`src/design/sclru_pkg.sv`:
```
// types and constants shared by the sector cache lru controller
`timescale 1ns / 1ps
package sclru_pkg;

    // request codes
    typedef enum logic [1:0] {
        OP_READ  = 2'd0,
        OP_WRITE = 2'd1,
        OP_FLUSH = 2'd2,
        OP_RESET = 2'd3
    } op_t;

    // controller states
    typedef enum logic [2:0] {
        ST_IDLE,
        ST_SCAN,
        ST_DRAIN,
        ST_DECIDE,
        ST_FLUSH_END
    } state_t;

    // width of the per-slot use stamp, wide enough never to wrap in practice
    localparam int STAMP_BITS   = 48;
    // most flush transactions reported by one request
    localparam int MAX_RESULTS  = 64;
    localparam int RES_CNT_BITS = 7;

    // one result transaction
    typedef struct packed {
        logic [5:0]  slot;
        logic        hit;
        logic        fill_needed;
        logic        writeback_needed;
        logic [31:0] writeback_sector;
        logic        last;
        logic [31:0] hit_count;
        logic [31:0] access_count;
    } result_t;

endpackage

```
`src/design/sclru_ctrl.sv`:
```
// sequencer: scans the slot store, decides hit, fill or eviction, runs flush
`timescale 1ns / 1ps
module sclru_ctrl #(
    parameter int ENTRIES     = 64,
    parameter int SECTOR_BITS = 32,
    parameter int ROW_W       = 81
) (
    input  logic                       clk,
    input  logic                       rst_n,
    input  logic                       start,
    input  logic [1:0]                 op_in,
    input  logic [31:0]                sector_in,
    output logic                       busy,
    output logic                       mem_we,
    output logic [$clog2(ENTRIES)-1:0] mem_waddr,
    output logic [ROW_W-1:0]           mem_wdata,
    output logic                       mem_re,
    output logic [$clog2(ENTRIES)-1:0] mem_raddr,
    input  logic [ROW_W-1:0]           mem_rdata,
    output logic                       res_valid,
    output sclru_pkg::result_t         res
);
    import sclru_pkg::*;

    localparam int AW = $clog2(ENTRIES);
    localparam int CW = AW + 1;

    state_t                 state_reg, state_next;
    op_t                    op_reg, op_next;
    logic [SECTOR_BITS-1:0] sector_reg, sector_next;
    logic [CW-1:0]          filled_reg, filled_next;
    logic [AW-1:0]          idx_reg, idx_next;
    logic                   rd_pend_reg, rd_pend_next;
    logic [AW-1:0]          rd_idx_reg, rd_idx_next;
    logic                   hit_found_reg, hit_found_next;
    logic [AW-1:0]          hit_slot_reg, hit_slot_next;
    logic                   hit_dirty_reg, hit_dirty_next;
    logic                   min_valid_reg, min_valid_next;
    logic [AW-1:0]          min_slot_reg, min_slot_next;
    logic [SECTOR_BITS-1:0] min_tag_reg, min_tag_next;
    logic                   min_dirty_reg, min_dirty_next;
    logic [STAMP_BITS-1:0]  min_stamp_reg, min_stamp_next;
    logic [STAMP_BITS-1:0]  stamp_reg, stamp_next;
    logic [31:0]            hits_reg, hits_next;
    logic [31:0]            acc_reg, acc_next;
    logic [RES_CNT_BITS-1:0] nres_reg, nres_next;
    logic                   pend_valid_reg, pend_valid_next;
    logic [AW-1:0]          pend_slot_reg, pend_slot_next;
    logic [SECTOR_BITS-1:0] pend_tag_reg, pend_tag_next;

    logic [SECTOR_BITS-1:0]    rd_tag;
    logic                      rd_dirty;
    logic [STAMP_BITS-1:0]     rd_stamp;
    logic [SECTOR_BITS+31:0]   sector_ext;
    logic                      is_access;
    logic                      is_write;
    logic                      last_issue;

    // zero-extend or truncate a slot index to the result field
    function automatic logic [5:0] slot_out(input logic [AW-1:0] s);
        logic [AW+5:0] t;
        t = {6'b0, s};
        return t[5:0];
    endfunction

    // zero-extend or truncate a stored sector to the result field
    function automatic logic [31:0] sec_out(input logic [SECTOR_BITS-1:0] s);
        logic [SECTOR_BITS+31:0] t;
        t = {32'b0, s};
        return t[31:0];
    endfunction

    // row fields
    assign rd_tag     = mem_rdata[ROW_W-1 -: SECTOR_BITS];
    assign rd_dirty   = mem_rdata[STAMP_BITS];
    assign rd_stamp   = mem_rdata[STAMP_BITS-1:0];
    assign sector_ext = {{SECTOR_BITS{1'b0}}, sector_in};
    assign is_access  = (op_reg == OP_READ) || (op_reg == OP_WRITE);
    assign is_write   = (op_reg == OP_WRITE);
    assign last_issue = (CW'(idx_reg) + CW'(1)) == filled_reg;
    assign busy       = (state_reg != ST_IDLE);

    // next state
    always_comb
    begin
        state_next = state_reg;
        unique case (state_reg)
            ST_IDLE:
            begin
                if (start)
                begin
                    if (filled_reg == '0)
                    begin
                        if ((op_in == OP_READ) || (op_in == OP_WRITE))
                        begin
                            state_next = ST_DECIDE;
                        end
                        else
                        begin
                            state_next = ST_FLUSH_END;
                        end
                    end
                    else
                    begin
                        state_next = ST_SCAN;
                    end
                end
            end
            ST_SCAN:
            begin
                if (last_issue)
                begin
                    state_next = ST_DRAIN;
                end
            end
            ST_DRAIN:
            begin
                state_next = is_access ? ST_DECIDE : ST_FLUSH_END;
            end
            ST_DECIDE:    state_next = ST_IDLE;
            ST_FLUSH_END: state_next = ST_IDLE;
            default:      state_next = ST_IDLE;
        endcase
    end

    // datapath, memory accesses and result transactions
    always_comb
    begin
        op_next         = op_reg;
        sector_next     = sector_reg;
        filled_next     = filled_reg;
        idx_next        = idx_reg;
        rd_pend_next    = rd_pend_reg;
        rd_idx_next     = rd_idx_reg;
        hit_found_next  = hit_found_reg;
        hit_slot_next   = hit_slot_reg;
        hit_dirty_next  = hit_dirty_reg;
        min_valid_next  = min_valid_reg;
        min_slot_next   = min_slot_reg;
        min_tag_next    = min_tag_reg;
        min_dirty_next  = min_dirty_reg;
        min_stamp_next  = min_stamp_reg;
        stamp_next      = stamp_reg;
        hits_next       = hits_reg;
        acc_next        = acc_reg;
        nres_next       = nres_reg;
        pend_valid_next = pend_valid_reg;
        pend_slot_next  = pend_slot_reg;
        pend_tag_next   = pend_tag_reg;
        mem_we          = 1'b0;
        mem_waddr       = rd_idx_reg;
        mem_wdata       = '0;
        mem_re          = 1'b0;
        mem_raddr       = idx_reg;
        res_valid       = 1'b0;
        res             = '0;

        unique case (state_reg)
            ST_IDLE:
            begin
                if (start)
                begin
                    op_next         = op_t'(op_in);
                    sector_next     = sector_ext[SECTOR_BITS-1:0];
                    idx_next        = '0;
                    rd_pend_next    = 1'b0;
                    hit_found_next  = 1'b0;
                    min_valid_next  = 1'b0;
                    nres_next       = '0;
                    pend_valid_next = 1'b0;
                end
            end
            ST_SCAN:
            begin
                mem_re       = 1'b1;
                rd_pend_next = 1'b1;
                rd_idx_next  = idx_reg;
                idx_next     = idx_reg + AW'(1);
            end
            ST_DRAIN:
            begin
                rd_pend_next = 1'b0;
            end
            ST_DECIDE:
            begin
                acc_next             = acc_reg + 32'd1;
                stamp_next           = stamp_reg + STAMP_BITS'(1);
                mem_we               = 1'b1;
                res_valid            = 1'b1;
                res.last             = 1'b1;
                res.access_count     = acc_reg + 32'd1;
                res.hit_count        = hits_reg;
                if (hit_found_reg)
                begin
                    hits_next     = hits_reg + 32'd1;
                    res.hit_count = hits_reg + 32'd1;
                    mem_waddr     = hit_slot_reg;
                    mem_wdata     = {sector_reg, hit_dirty_reg | is_write, stamp_reg};
                    res.slot      = slot_out(hit_slot_reg);
                    res.hit       = 1'b1;
                end
                else
                begin
                    mem_wdata       = {sector_reg, is_write, stamp_reg};
                    res.fill_needed = ~is_write;
                    if (filled_reg < CW'(ENTRIES))
                    begin
                        // take the next empty slot
                        mem_waddr   = filled_reg[AW-1:0];
                        filled_next = filled_reg + CW'(1);
                        res.slot    = slot_out(filled_reg[AW-1:0]);
                    end
                    else
                    begin
                        // evict the least recently used slot
                        mem_waddr            = min_slot_reg;
                        res.slot             = slot_out(min_slot_reg);
                        res.writeback_needed = min_dirty_reg;
                        res.writeback_sector = min_dirty_reg ? sec_out(min_tag_reg) : 32'd0;
                    end
                end
            end
            ST_FLUSH_END:
            begin
                if (pend_valid_reg)
                begin
                    res_valid            = 1'b1;
                    res.slot             = slot_out(pend_slot_reg);
                    res.writeback_needed = 1'b1;
                    res.writeback_sector = sec_out(pend_tag_reg);
                    res.last             = 1'b1;
                    res.hit_count        = hits_reg;
                    res.access_count     = acc_reg;
                end
                pend_valid_next = 1'b0;
                if (op_reg == OP_RESET)
                begin
                    filled_next = '0;
                    hits_next   = '0;
                    acc_next    = '0;
                end
            end
            default:
            begin
            end
        endcase

        // handle the row read in the previous cycle
        if (rd_pend_reg)
        begin
            if (is_access)
            begin
                if (!hit_found_reg && (rd_tag == sector_reg))
                begin
                    hit_found_next = 1'b1;
                    hit_slot_next  = rd_idx_reg;
                    hit_dirty_next = rd_dirty;
                end
                if (!min_valid_reg || (rd_stamp < min_stamp_reg))
                begin
                    min_valid_next = 1'b1;
                    min_slot_next  = rd_idx_reg;
                    min_tag_next   = rd_tag;
                    min_dirty_next = rd_dirty;
                    min_stamp_next = rd_stamp;
                end
            end
            else if (rd_dirty && (nres_reg < RES_CNT_BITS'(MAX_RESULTS)))
            begin
                // clean the slot and hold it back until the next one shows
                mem_we    = 1'b1;
                mem_waddr = rd_idx_reg;
                mem_wdata = {rd_tag, 1'b0, rd_stamp};
                if (pend_valid_reg)
                begin
                    res_valid            = 1'b1;
                    res.slot             = slot_out(pend_slot_reg);
                    res.writeback_needed = 1'b1;
                    res.writeback_sector = sec_out(pend_tag_reg);
                    res.last             = 1'b0;
                    res.hit_count        = hits_reg;
                    res.access_count     = acc_reg;
                end
                pend_valid_next = 1'b1;
                pend_slot_next  = rd_idx_reg;
                pend_tag_next   = rd_tag;
                nres_next       = nres_reg + RES_CNT_BITS'(1);
            end
        end
    end

    // control registers
    always_ff @(posedge clk or negedge rst_n)
    begin
        if (!rst_n)
        begin
            state_reg      <= ST_IDLE;
            filled_reg     <= '0;
            rd_pend_reg    <= 1'b0;
            stamp_reg      <= '0;
            hits_reg       <= '0;
            acc_reg        <= '0;
            pend_valid_reg <= 1'b0;
        end
        else
        begin
            state_reg      <= state_next;
            filled_reg     <= filled_next;
            rd_pend_reg    <= rd_pend_next;
            stamp_reg      <= stamp_next;
            hits_reg       <= hits_next;
            acc_reg        <= acc_next;
            pend_valid_reg <= pend_valid_next;
        end
    end

    // working registers
    always_ff @(posedge clk)
    begin
        op_reg         <= op_next;
        sector_reg     <= sector_next;
        idx_reg        <= idx_next;
        rd_idx_reg     <= rd_idx_next;
        hit_found_reg  <= hit_found_next;
        hit_slot_reg   <= hit_slot_next;
        hit_dirty_reg  <= hit_dirty_next;
        min_valid_reg  <= min_valid_next;
        min_slot_reg   <= min_slot_next;
        min_tag_reg    <= min_tag_next;
        min_dirty_reg  <= min_dirty_next;
        min_stamp_reg  <= min_stamp_next;
        nres_reg       <= nres_next;
        pend_slot_reg  <= pend_slot_next;
        pend_tag_reg   <= pend_tag_next;
    end
endmodule

```
`config.mk`:
```
export PLATFORM = sky130hd
export DESIGN_NAME = sclru_ctrl
export DESIGN_NICKNAME = d
export VERILOG_FILES = /design/src/design/sclru_pkg.sv /design/src/design/sclru_ctrl.sv
export SDC_FILE = /design/constraint.sdc
export NUM_CORES = 1
export LEC_CHECK = 0
export BUFFER_PORTS_ARGS = -buffer_cell sky130_fd_sc_hd__buf_2
export CAP_MARGIN = 5
export CORE_MARGIN = 2
export CORE_UTILIZATION = 56
export DETAILED_ROUTE_END_ITERATION = 12
export GPL_TIMING_DRIVEN = 0
export HOLD_SLACK_MARGIN = 0.06
export PLACE_DENSITY = 0.81
export SLEW_MARGIN = 15
export SYNTH_ARGS = -nofsm -noshare
export SYNTH_HDL_FRONTEND = slang
export SYNTH_SLANG_ARGS = --single-unit
```
`constraint.sdc`:
```
create_clock -name clk -period 6.25 [get_ports clk]
set_input_delay 0.625 -clock clk [delete_from_list [all_inputs] [get_ports clk]]
set_output_delay 0.625 -clock clk [all_outputs]
set_load 0.1 [all_outputs]
```
# After elaboration in Yosys (flattened, before gate mapping)
# Index checks and enable logic that the tools add are counted.
# word_totals
ff_bits	311
input_bits	118
out_inout_bits	203
# op_classes
add_sub_neg	7
order_cmp	3
n_eq_ne	14
mux	77
bitwise	3
reduce_logical	24
# ops
operator	n
$mux W98	5
$mux W81	4
$pmux W98 S2	1
$pmux W32 S2	2
$mux W32	3
$mux W6	12
$add A32 B1 Y32 const B	2
$mux W7	8
$mux W49	1
$add A48 B1 Y48 const B	1
$lt A48 B48 Y1	1
$mux W34	1
$mux W33	1
$eq A32 B32 Y1	1
$mux W1	26
$pmux W6 S2	2
$mux W3	5
$add A7 B1 Y7 const B	2
$lt A7 B7 Y1 const B	2
$pmux W7 S2	1
$ne A2 B2 Y1 const B	5
$reduce_and A2 Y1	5
$pmux W3 S3	1
$reduce_and A3 Y1	3
22 further kinds	33

# Depth between registers and ports, before layout
# Gate-level depths: netlist of run 1.
# depth
word_depth	8
depth_mapped	9
depth_no_buf	8

# Worst setup path after synthesis of run 1
# OpenSTA, ideal clock, no wires.
# synth_timing
path_kind	input to register
start	in mem_rdata[39]
end	reg min_dirty_reg, enable pin
setup_ps	533
arrival_time_ps	5241
slack_ps	476
cell_stages	6
n_path_buf	0
cell_sequence	ha_1 > a21oi_1 > o21ai_0 > a222oi_1 > a31oi_1 > nor2_1
# synth_via
elab_chain_len	3
# synth_lines
item	line_no	text
from (decl)	sclru_ctrl.sv:19	input logic [ROW_W-1:0] mem_rdata,
$lt A48 B48 Y1	sclru_ctrl.sv:259	if (!min_valid_reg || (rd_stamp < min_stamp_reg))
$logic_or A1 B1 Y1	sclru_ctrl.sv:259	
$reduce_and A3 Y1 (no line)	n/a	
to (signal assigned)	sclru_ctrl.sv:330	min_dirty_reg <= min_dirty_next;
to (decl)	sclru_ctrl.sv:41	logic min_dirty_reg, min_dirty_next;
# No other way between the ends.
# A chain may end at the register's enable or synchronous reset.

==> impl_metrics.json, run 1 <==
{
  "cell_accounting_for_the_most_synthesized_area": "edfxtp_1",
  "io_pins": 321,
  "synthFlopType": "edfxtp_1",
  "dr_drc_count": 0,
  "clock_latency_ps": 540,
  "critPathArrivalTime_ps": 4190,
  "initial_core_util": 0.5727,
  "final_cells": 2403,
  "rsz0062_at_grt": "false",
  "timing_worst_setup_path_type": "reg -> out",
  "critical_path.cell_chain": "nand4b_1 -> clkinv_1 -> and2_1 -> clkbuf_1 -> nor2_1 -> buf_2 -> nand2_1 -> o21ai_0 -> buf_2",
  "seq_area_frac_synth": 0.5221,
  "postSynth.asyncResetShare": 0.3987,
  "worst_relative_slew_slack": 0.2636,
  "vias_in_the_first_global_route": 14310,
  "die-area_mm2": 0.03090,
  "timing.max_cap.violations": 0,
  "area_growth_pct": 20.68,
  "final.setup_skew_ps": 21.38,
  "worst_setup_path_start_kind": "flop",
  "io_buffers": 320,
  "ys_seq_elements": 311,
  "slowest_delay_ps": 870,
  "timing.final.setup_violations": 0,
  "total_count_of_max_transition_violations_in_the_final_report": 0,
  "cts_tree": "yes",
  "worstPathRequired_ps": 5620,
  "cts_repair_resize_count": 0,
  "antenna_found_initial": 4,
  "postRouteWirelength_mm": 50.26,
  "cellPowerDensity_mw_per_mm2": 423.7,
  "cts-buffers-inserted": 36,
  "gp_congestion": 0.9463,
  "ant_nets": 0,
  "globalRouteOverflowTotal": 0,
  "power.ir.vdd_worst_v": 0.0002999,
  "finalNetCount": 2163,
  "ff2ff_setup_slack_ps": 3330,
  "clk_transition_reported_paths_ps": 60,
  "synth.top_cell.area_share": 0.3234,
  "grt_pass1_wl_mm": 77.58,
  "path_buf_inv": 4,
  "vias_per_cell": 6.165,
  "detailedPlacementHpwl_mm": 36.36,
  "synth_top_cells_by_count": "206 x nand2_1, 178 x edfxtp_1, 178 x o21ai_0",
  "postSynthNetCount": 1797,
  "globalRouteTotalUtil": 0.3212,
  "dpl.cell_count": 2336,
  "synth_enable_flop_cells": 178,
  "max_root_sink_buffers": 3,
  "cp_common_cell": "buf_2",
  "layout-drive-gt1-share": 0.2072,
  "clock.fmax_ghz": 0.2075,
  "cts-root-buf": "clkbuf_16",
  "worst_hold_path_type": "in -> reg",
  "finalHoldWorstSlack_ps": 258.8,
  "kind_of_cell_adding_the_most_delay_to_the_critical_path": "buffers and inverters",
  "syn-instance-count": 1625,
  "finalCritPeriodShare": 0.7711,
  "synthesis.area_mm2": 0.01653,
  "fin_setup_tns_ps": 0,
  "die-width_um": 175.8,
  "hold_violation_count_in_the_final_report": 0,
  "critical-path-slowest-cell": "nor2_1",
  "tightestPinTransition_ps": 1100,
  "h-tree-depth": 2,
  "grt_start_max_net_pins": 77,
  "cell_types_occupying_the_most_area_after_synthesis": "edfxtp_1 32%, dfrtp_1 19%, a22o_1 6.0%",
  "outcome": "complete, no violations",
  "fp.coreArea_mm2": 0.02886,
  "cell_variety_after_synth": 62,
  "synthMostInstantiatedCell": "nand2_1",
  "endpoint_kind": "output pin",
  "drt_pass1_iterations": 5,
  "count_of_warnings_emitted_by_yosys": 0,
  "nFillCells": 2216,
  "die_h_um": 175.8,
  "num_vias": 14820,
  "wl_per_cell_um": 20.91,
  "total_leakage_power_nw": 8.659,
  "cts.sinks": 311,
  "crit_path_max_fanout": 10,
  "post-route-min-period_ps": 4819,
  "placement_rows": 62,
  "drt_first_iter_violations": 1529,
  "avgSynthCellArea_um2": 10.17
}
## report_power, final
group	switching, mW	leakage, nW	total, mW	internal, mW
logic	2.81	4.66	3.53	0.715
registers	0.211	3.44	2.83	2.62
clock network	0.862	0.562	2.09	1.23
total	3.88	8.66	8.45	4.57
## worst reg2reg max path, stage by stage (launching register included)
cell and delay (ps):
edfxtp_1 360, inv_1 60, ha_1 250, a21oi_1 160, o21ai_0 160, a222oi_1 410, a31oi_1 210, nor2_4 500
buf_12 270, buf_12 220
## per-stage QoR
step	power, mW	area [µm²]	setup slack, ps	util
after floorplan	5.449	16530	475.9	-
after global placement	6.248	18610	-1919	0.6448
after detailed placement	6.334	18760	2017	0.6502
after CTS	8.414	19940	1630	0.6909
after global routing	8.765	19940	1378	0.6909
final	8.451	19940	1431	0.6911
## cell type report
type,count,area (µm²),share of cell area
tap,384,480.5,0.02409
multi-input combinational,1139,7212,0.3616
sequential,311,8628,0.4326
clock inverter,10,136.4,0.006838
inverter,68,255.2,0.01280
clock buffer,54,1030,0.05163
timing repair buffer,328,1753,0.08789
buffer,107,444.2,0.02227
antenna,2,5.005,0.0002509
## metal layers
layer / track usage / vias up / routed length (µm)
met1: 0.4142 / 7019 / 19240
met5: 0 / - / 28
li1: - / 6753 / -
met4: 0.1381 / 4 / 2186
met3: 0.08896 / 180 / 5611
met2: 0.5112 / 859 / 23200
## what timing repair did
item | 4_1_cts | 5_1_grt
hold endpoints to repair | 11 | 0
buffers inserted | 0 | 0
hold buffers | 1 | 0
## kinds of logic after synthesis
group	Yosys count	synth area share
buffers and inverters	175	0.04225
adder cells (fa/ha/maj)	54	0.04088
multiplexers	7	0.004316
AO/OA/AOI/OAI	478	0.1889
flip-flops	311	0.5221
AND/OR/NAND/NOR	504	0.1507
XOR/XNOR	96	0.05088
## final timing paths
check	start	to	cells past startpoint
worst max-delay path	op_reg[1]	res[32]	9
worst min-delay path	sector_in[29]	sector_reg[29]	1
worst max register to register	min_stamp_reg[35]	min_tag_reg[24]	9
worst min register to register	nres_reg[6]	nres_reg[6]	2
max in group asynchronous	rst_n	stamp_reg[43]	3
min in group asynchronous	rst_n	hits_reg[19]	2
## cells in the final DEF (no fill, tap or decap), types with 4 or more instances in the layout
cell type,count
and4_1,10
clkbuf_16,37
or3_1,8
a22o_1,114
nor3_1,21
nand3_1,56
clkbuf_1,90
xor2_1,55
o31ai_1,73
nor4_1,17
clkbuf_8,4
and2_1,14
nand2_1,206
o21ai_0,178
a21o_1,6
a21oi_1,59
edfxtp_1,178
ha_1,54
buf_1,13
a31oi_1,28
and3_1,32
dfrtp_1,124
dfxtp_1,9
buf_12,5
xnor2_1,41
nor3_2,5
nor2_1,72
buf_2,332
nand2b_1,6
nand4_1,33
inv_1,66
mux2i_1,6
buf_6,4
No activity file was read; power rests on OpenSTA's default activity.
==> inputs of run 2 (changes only) <==
ABC_AREA = 1   (was unset)
CORE_UTILIZATION = 57   (was 56)
clock period = 4.6 ns   (was 6.25 ns; I/O delays follow)
==> impl_metrics.json, run 2 <==
{
  "setup.worst_path.end": "mem_wdata[15]",
  "register_area_mm2": 0.008628,
  "grt_start_max_net_pins": 69,
  "timing.reg2reg.worst_path_depth": 12,
  "critical_path.reg2reg.endpoint": "min_stamp_reg[31]",
  "synth_enable_flop_cells": 178,
  "finalNetCount": 2626,
  "seq_area_frac_synth": 0.4962,
  "postRouteWirelength_mm": 53.61,
  "layout.cells.most_common_list": "472 x nand2_1, 329 x buf_2, 325 x inv_1",
  "internal_power_mw": 4.773,
  "cell_accounting_for_the_most_synthesized_area": "edfxtp_1",
  "rsz0062_at_grt": "false",
  "ys_seq_elements": 311,
  "timing_worst_setup_path_type": "reg -> out",
  "grt_pass1_wl_mm": 81.85,
  "num_vias": 16570,
  "finalHoldWorstSlack_ps": 118.9,
  "synth.top_cell.area_share": 0.3074,
  "power.ir.vdd_worst_v": 0.0002560,
  "antenna_found_initial": 10,
  "cell_types_occupying_the_most_area_after_synthesis": "edfxtp_1 31%, dfrtp_1 18%, nand2_1 10%",
  "clk_transition_reported_paths_ps": 70,
  "startpoint": "op_reg[1]",
  "vias_in_the_first_global_route": 15570,
  "synthMostInstantiatedCell": "nand2_1",
  "total_leakage_power_nw": 9.572,
  "h-tree-depth": 2,
  "pwr-share-clk": 0.431,
  "swShare": 0.2551,
  "io_pins": 321,
  "cts-buffers-inserted": 36,
  "nFillCells": 2409,
  "max_root_sink_buffers": 3,
  "worst_relative_slew_slack": 0.4049,
  "io_buffers": 320,
  "cell_variety_after_synth": 47,
  "finalCritPeriodShare": 0.8237,
  "layout-drive-gt1-share": 0.1778,
  "avgSynthCellArea_um2": 8.312,
  "worst_setup_path_start_kind": "flop",
  "postSynth.asyncResetShare": 0.3987,
  "die_h_um": 178.7,
  "synthFlopType": "edfxtp_1",
  "initial_core_util": 0.5821,
  "die-width_um": 178.7,
  "final.setup_skew_ps": 21.39,
  "ff2ff_setup_slack_ps": 1550,
  "sequentialPowerShare": 0.477,
  "dpl-instance-area_mm2": 0.01958,
  "postSynthNetCount": 2264,
  "hold_path.startpoint": "sector_in[26]",
  "p_switching_mw": 1.634,
  "drt_first_iter_violations": 1726,
  "comb_power_frac": 0.092,
  "globalRouteTotalUtil": 0.3312,
  "clock.fmax_ghz": 0.2639,
  "wl_per_cell_um": 18.61,
  "syn-instance-count": 2092,
  "hold_violation_count_in_the_final_report": 0,
  "worstPathRequired_ps": 4140,
  "cts-root-buf": "clkbuf_16",
  "fp.coreArea_mm2": 0.02987,
  "timing.max_cap.violations": 0,
  "endpoint_kind": "output pin",
  "finalInstanceArea_mm2": 0.02075,
  "tightestPinTransition_ps": 892.7,
  "count_of_warnings_emitted_by_yosys": 0,
  "cellPowerDensity_mw_per_mm2": 308.8,
  "total_count_of_max_transition_violations_in_the_final_report": 0,
  "gp_congestion": 1.012,
  "die-area_mm2": 0.03192,
  "timing.final.setup_violations": 0,
  "r2r_startpoint": "min_stamp_reg[47]",
  "layout.cells.most_common": "nand2_1",
  "worst_hold_path_type": "in -> reg",
  "outcome": "complete, no violations",
  "placement_rows": 63,
  "cts_tree": "yes",
  "multi_input_area_mm2": 0.007282,
  "clock_latency_ps": 520,
  "critPathArrivalTime_ps": 3330,
  "area_growth_pct": 19.33,
  "dr_drc_count": 0,
  "cts.sinks": 311,
  "synth_top_cells_by_count": "472 x nand2_1, 326 x inv_1, 209 x o21ai_0",
  "synthesis.area_mm2": 0.01739,
  "ant_nets": 0,
  "vias_per_cell": 5.754,
  "crit_path_max_fanout": 10,
  "drt_pass1_iterations": 8,
  "post-route-min-period_ps": 3789,
  "detailedPlacementHpwl_mm": 40.56,
  "globalRouteOverflowTotal": 0
}
## run 2: cell count changes in the layout (fill, tap and decap cells not counted), moves of 31 or more
cell | before | now
xnor2_1 | 41 | 4
o31ai_1 | 73 | 1
nand3_1 | 56 | 98
o21ai_0 | 178 | 209
nor2_1 | 72 | 166
inv_1 | 66 | 325
nand2_1 | 206 | 472
and3_1 | 32 | 0
a22o_1 | 114 | 15
o22ai_1 | 3 | 64
clkbuf_1 | 90 | 46
## run 2: cell families after synthesis
logic type,after synthesis,synth area share
and+or+nand+nor,890,0.2240
adders and majority gates,54,0.03885
buffers and inverters,391,0.08577
AOI/OAI and AO/OA,387,0.1255
DFF,311,0.4962
xor gates and xnor gates,59,0.02972
## run 2: area by class of cell
type,count,share of cell area
inverter,333,0.06036
multi-input combinational,1390,0.3509
sequential,311,0.4158
clock buffer,50,0.05083
timing repair buffer,324,0.08158
antenna,10,0.001206
clock inverter,14,0.003919
tap,390,0.02352
buffer,58,0.01182
## run 2: how the worst min path moves through the flow
stage | end | slack, ps | cells past startpoint
2_1_floorplan | acc_reg[0] | 160 | 0
6_report | sector_reg[26] | 120 | 1
3_3_place_gp | min_valid_reg | 440 | 2
5_1_grt | sector_reg[0] | 110 | 1
3_5_place_dp | min_valid_reg | 450 | 2
4_1_cts | sector_reg[6] | 110 | 1
## run 2: routing by layer
layer	GRT usage	part of all wire	wire, µm	vias up
met2	0.5475	0.47	25330	837
met5	0	0	0	-
met3	0.04601	0.084	4496	164
li1	-	-	-	7746
met1	0.4356	0.40	21240	7825
met4	0.1504	0.047	2543	0
## run 2: per-stage QoR
stage | cells | worst slack (ps) | TNS, ps | power (mW) | utilization
2_1_floorplan | 2092 | 233.1 | 0 | 3.490 | -
3_3_place_gp | 2802 | -497.6 | -42950 | 3.674 | 0.6520
3_5_place_dp | 2805 | 1207 | 0 | 3.696 | 0.6554
4_1_cts | 2870 | 848.4 | 0 | 6.427 | 0.6937
5_1_grt | 2880 | 707.1 | 0 | 6.590 | 0.6946
6_report | 2880 | 810.9 | 0 | 6.408 | 0.6946
## run 2: worst max-delay path: stages (launching register included)
cell      delay [ps]
edfxtp_1         480
nand3_2          300
inv_1            150
nor2_1           170
buf_2            270
buf_1            700
nand2_1          180
nand2_1          120
buf_2            430
## run 2: power by group through the flow
stage                     Combinational [mW]  Sequential (mW)  Clock, mW
after CTS                              0.590             3.06       2.78
after global routing                   0.642             3.06       2.89
after global placement                 0.562             3.11          0
after detailed placement               0.585             3.11          0
after floorplan                        0.384             3.11          0
final                                  0.593             3.06       2.76
## run 2: what timing repair did
item | CTS | global route
hold buffers | 1 | 0
endpoints found under the setup margin | 0 | 0
endpoints found under the hold margin | 56 | 0
gates resized for setup | 0 | 0
setup buffers | 0 | 0
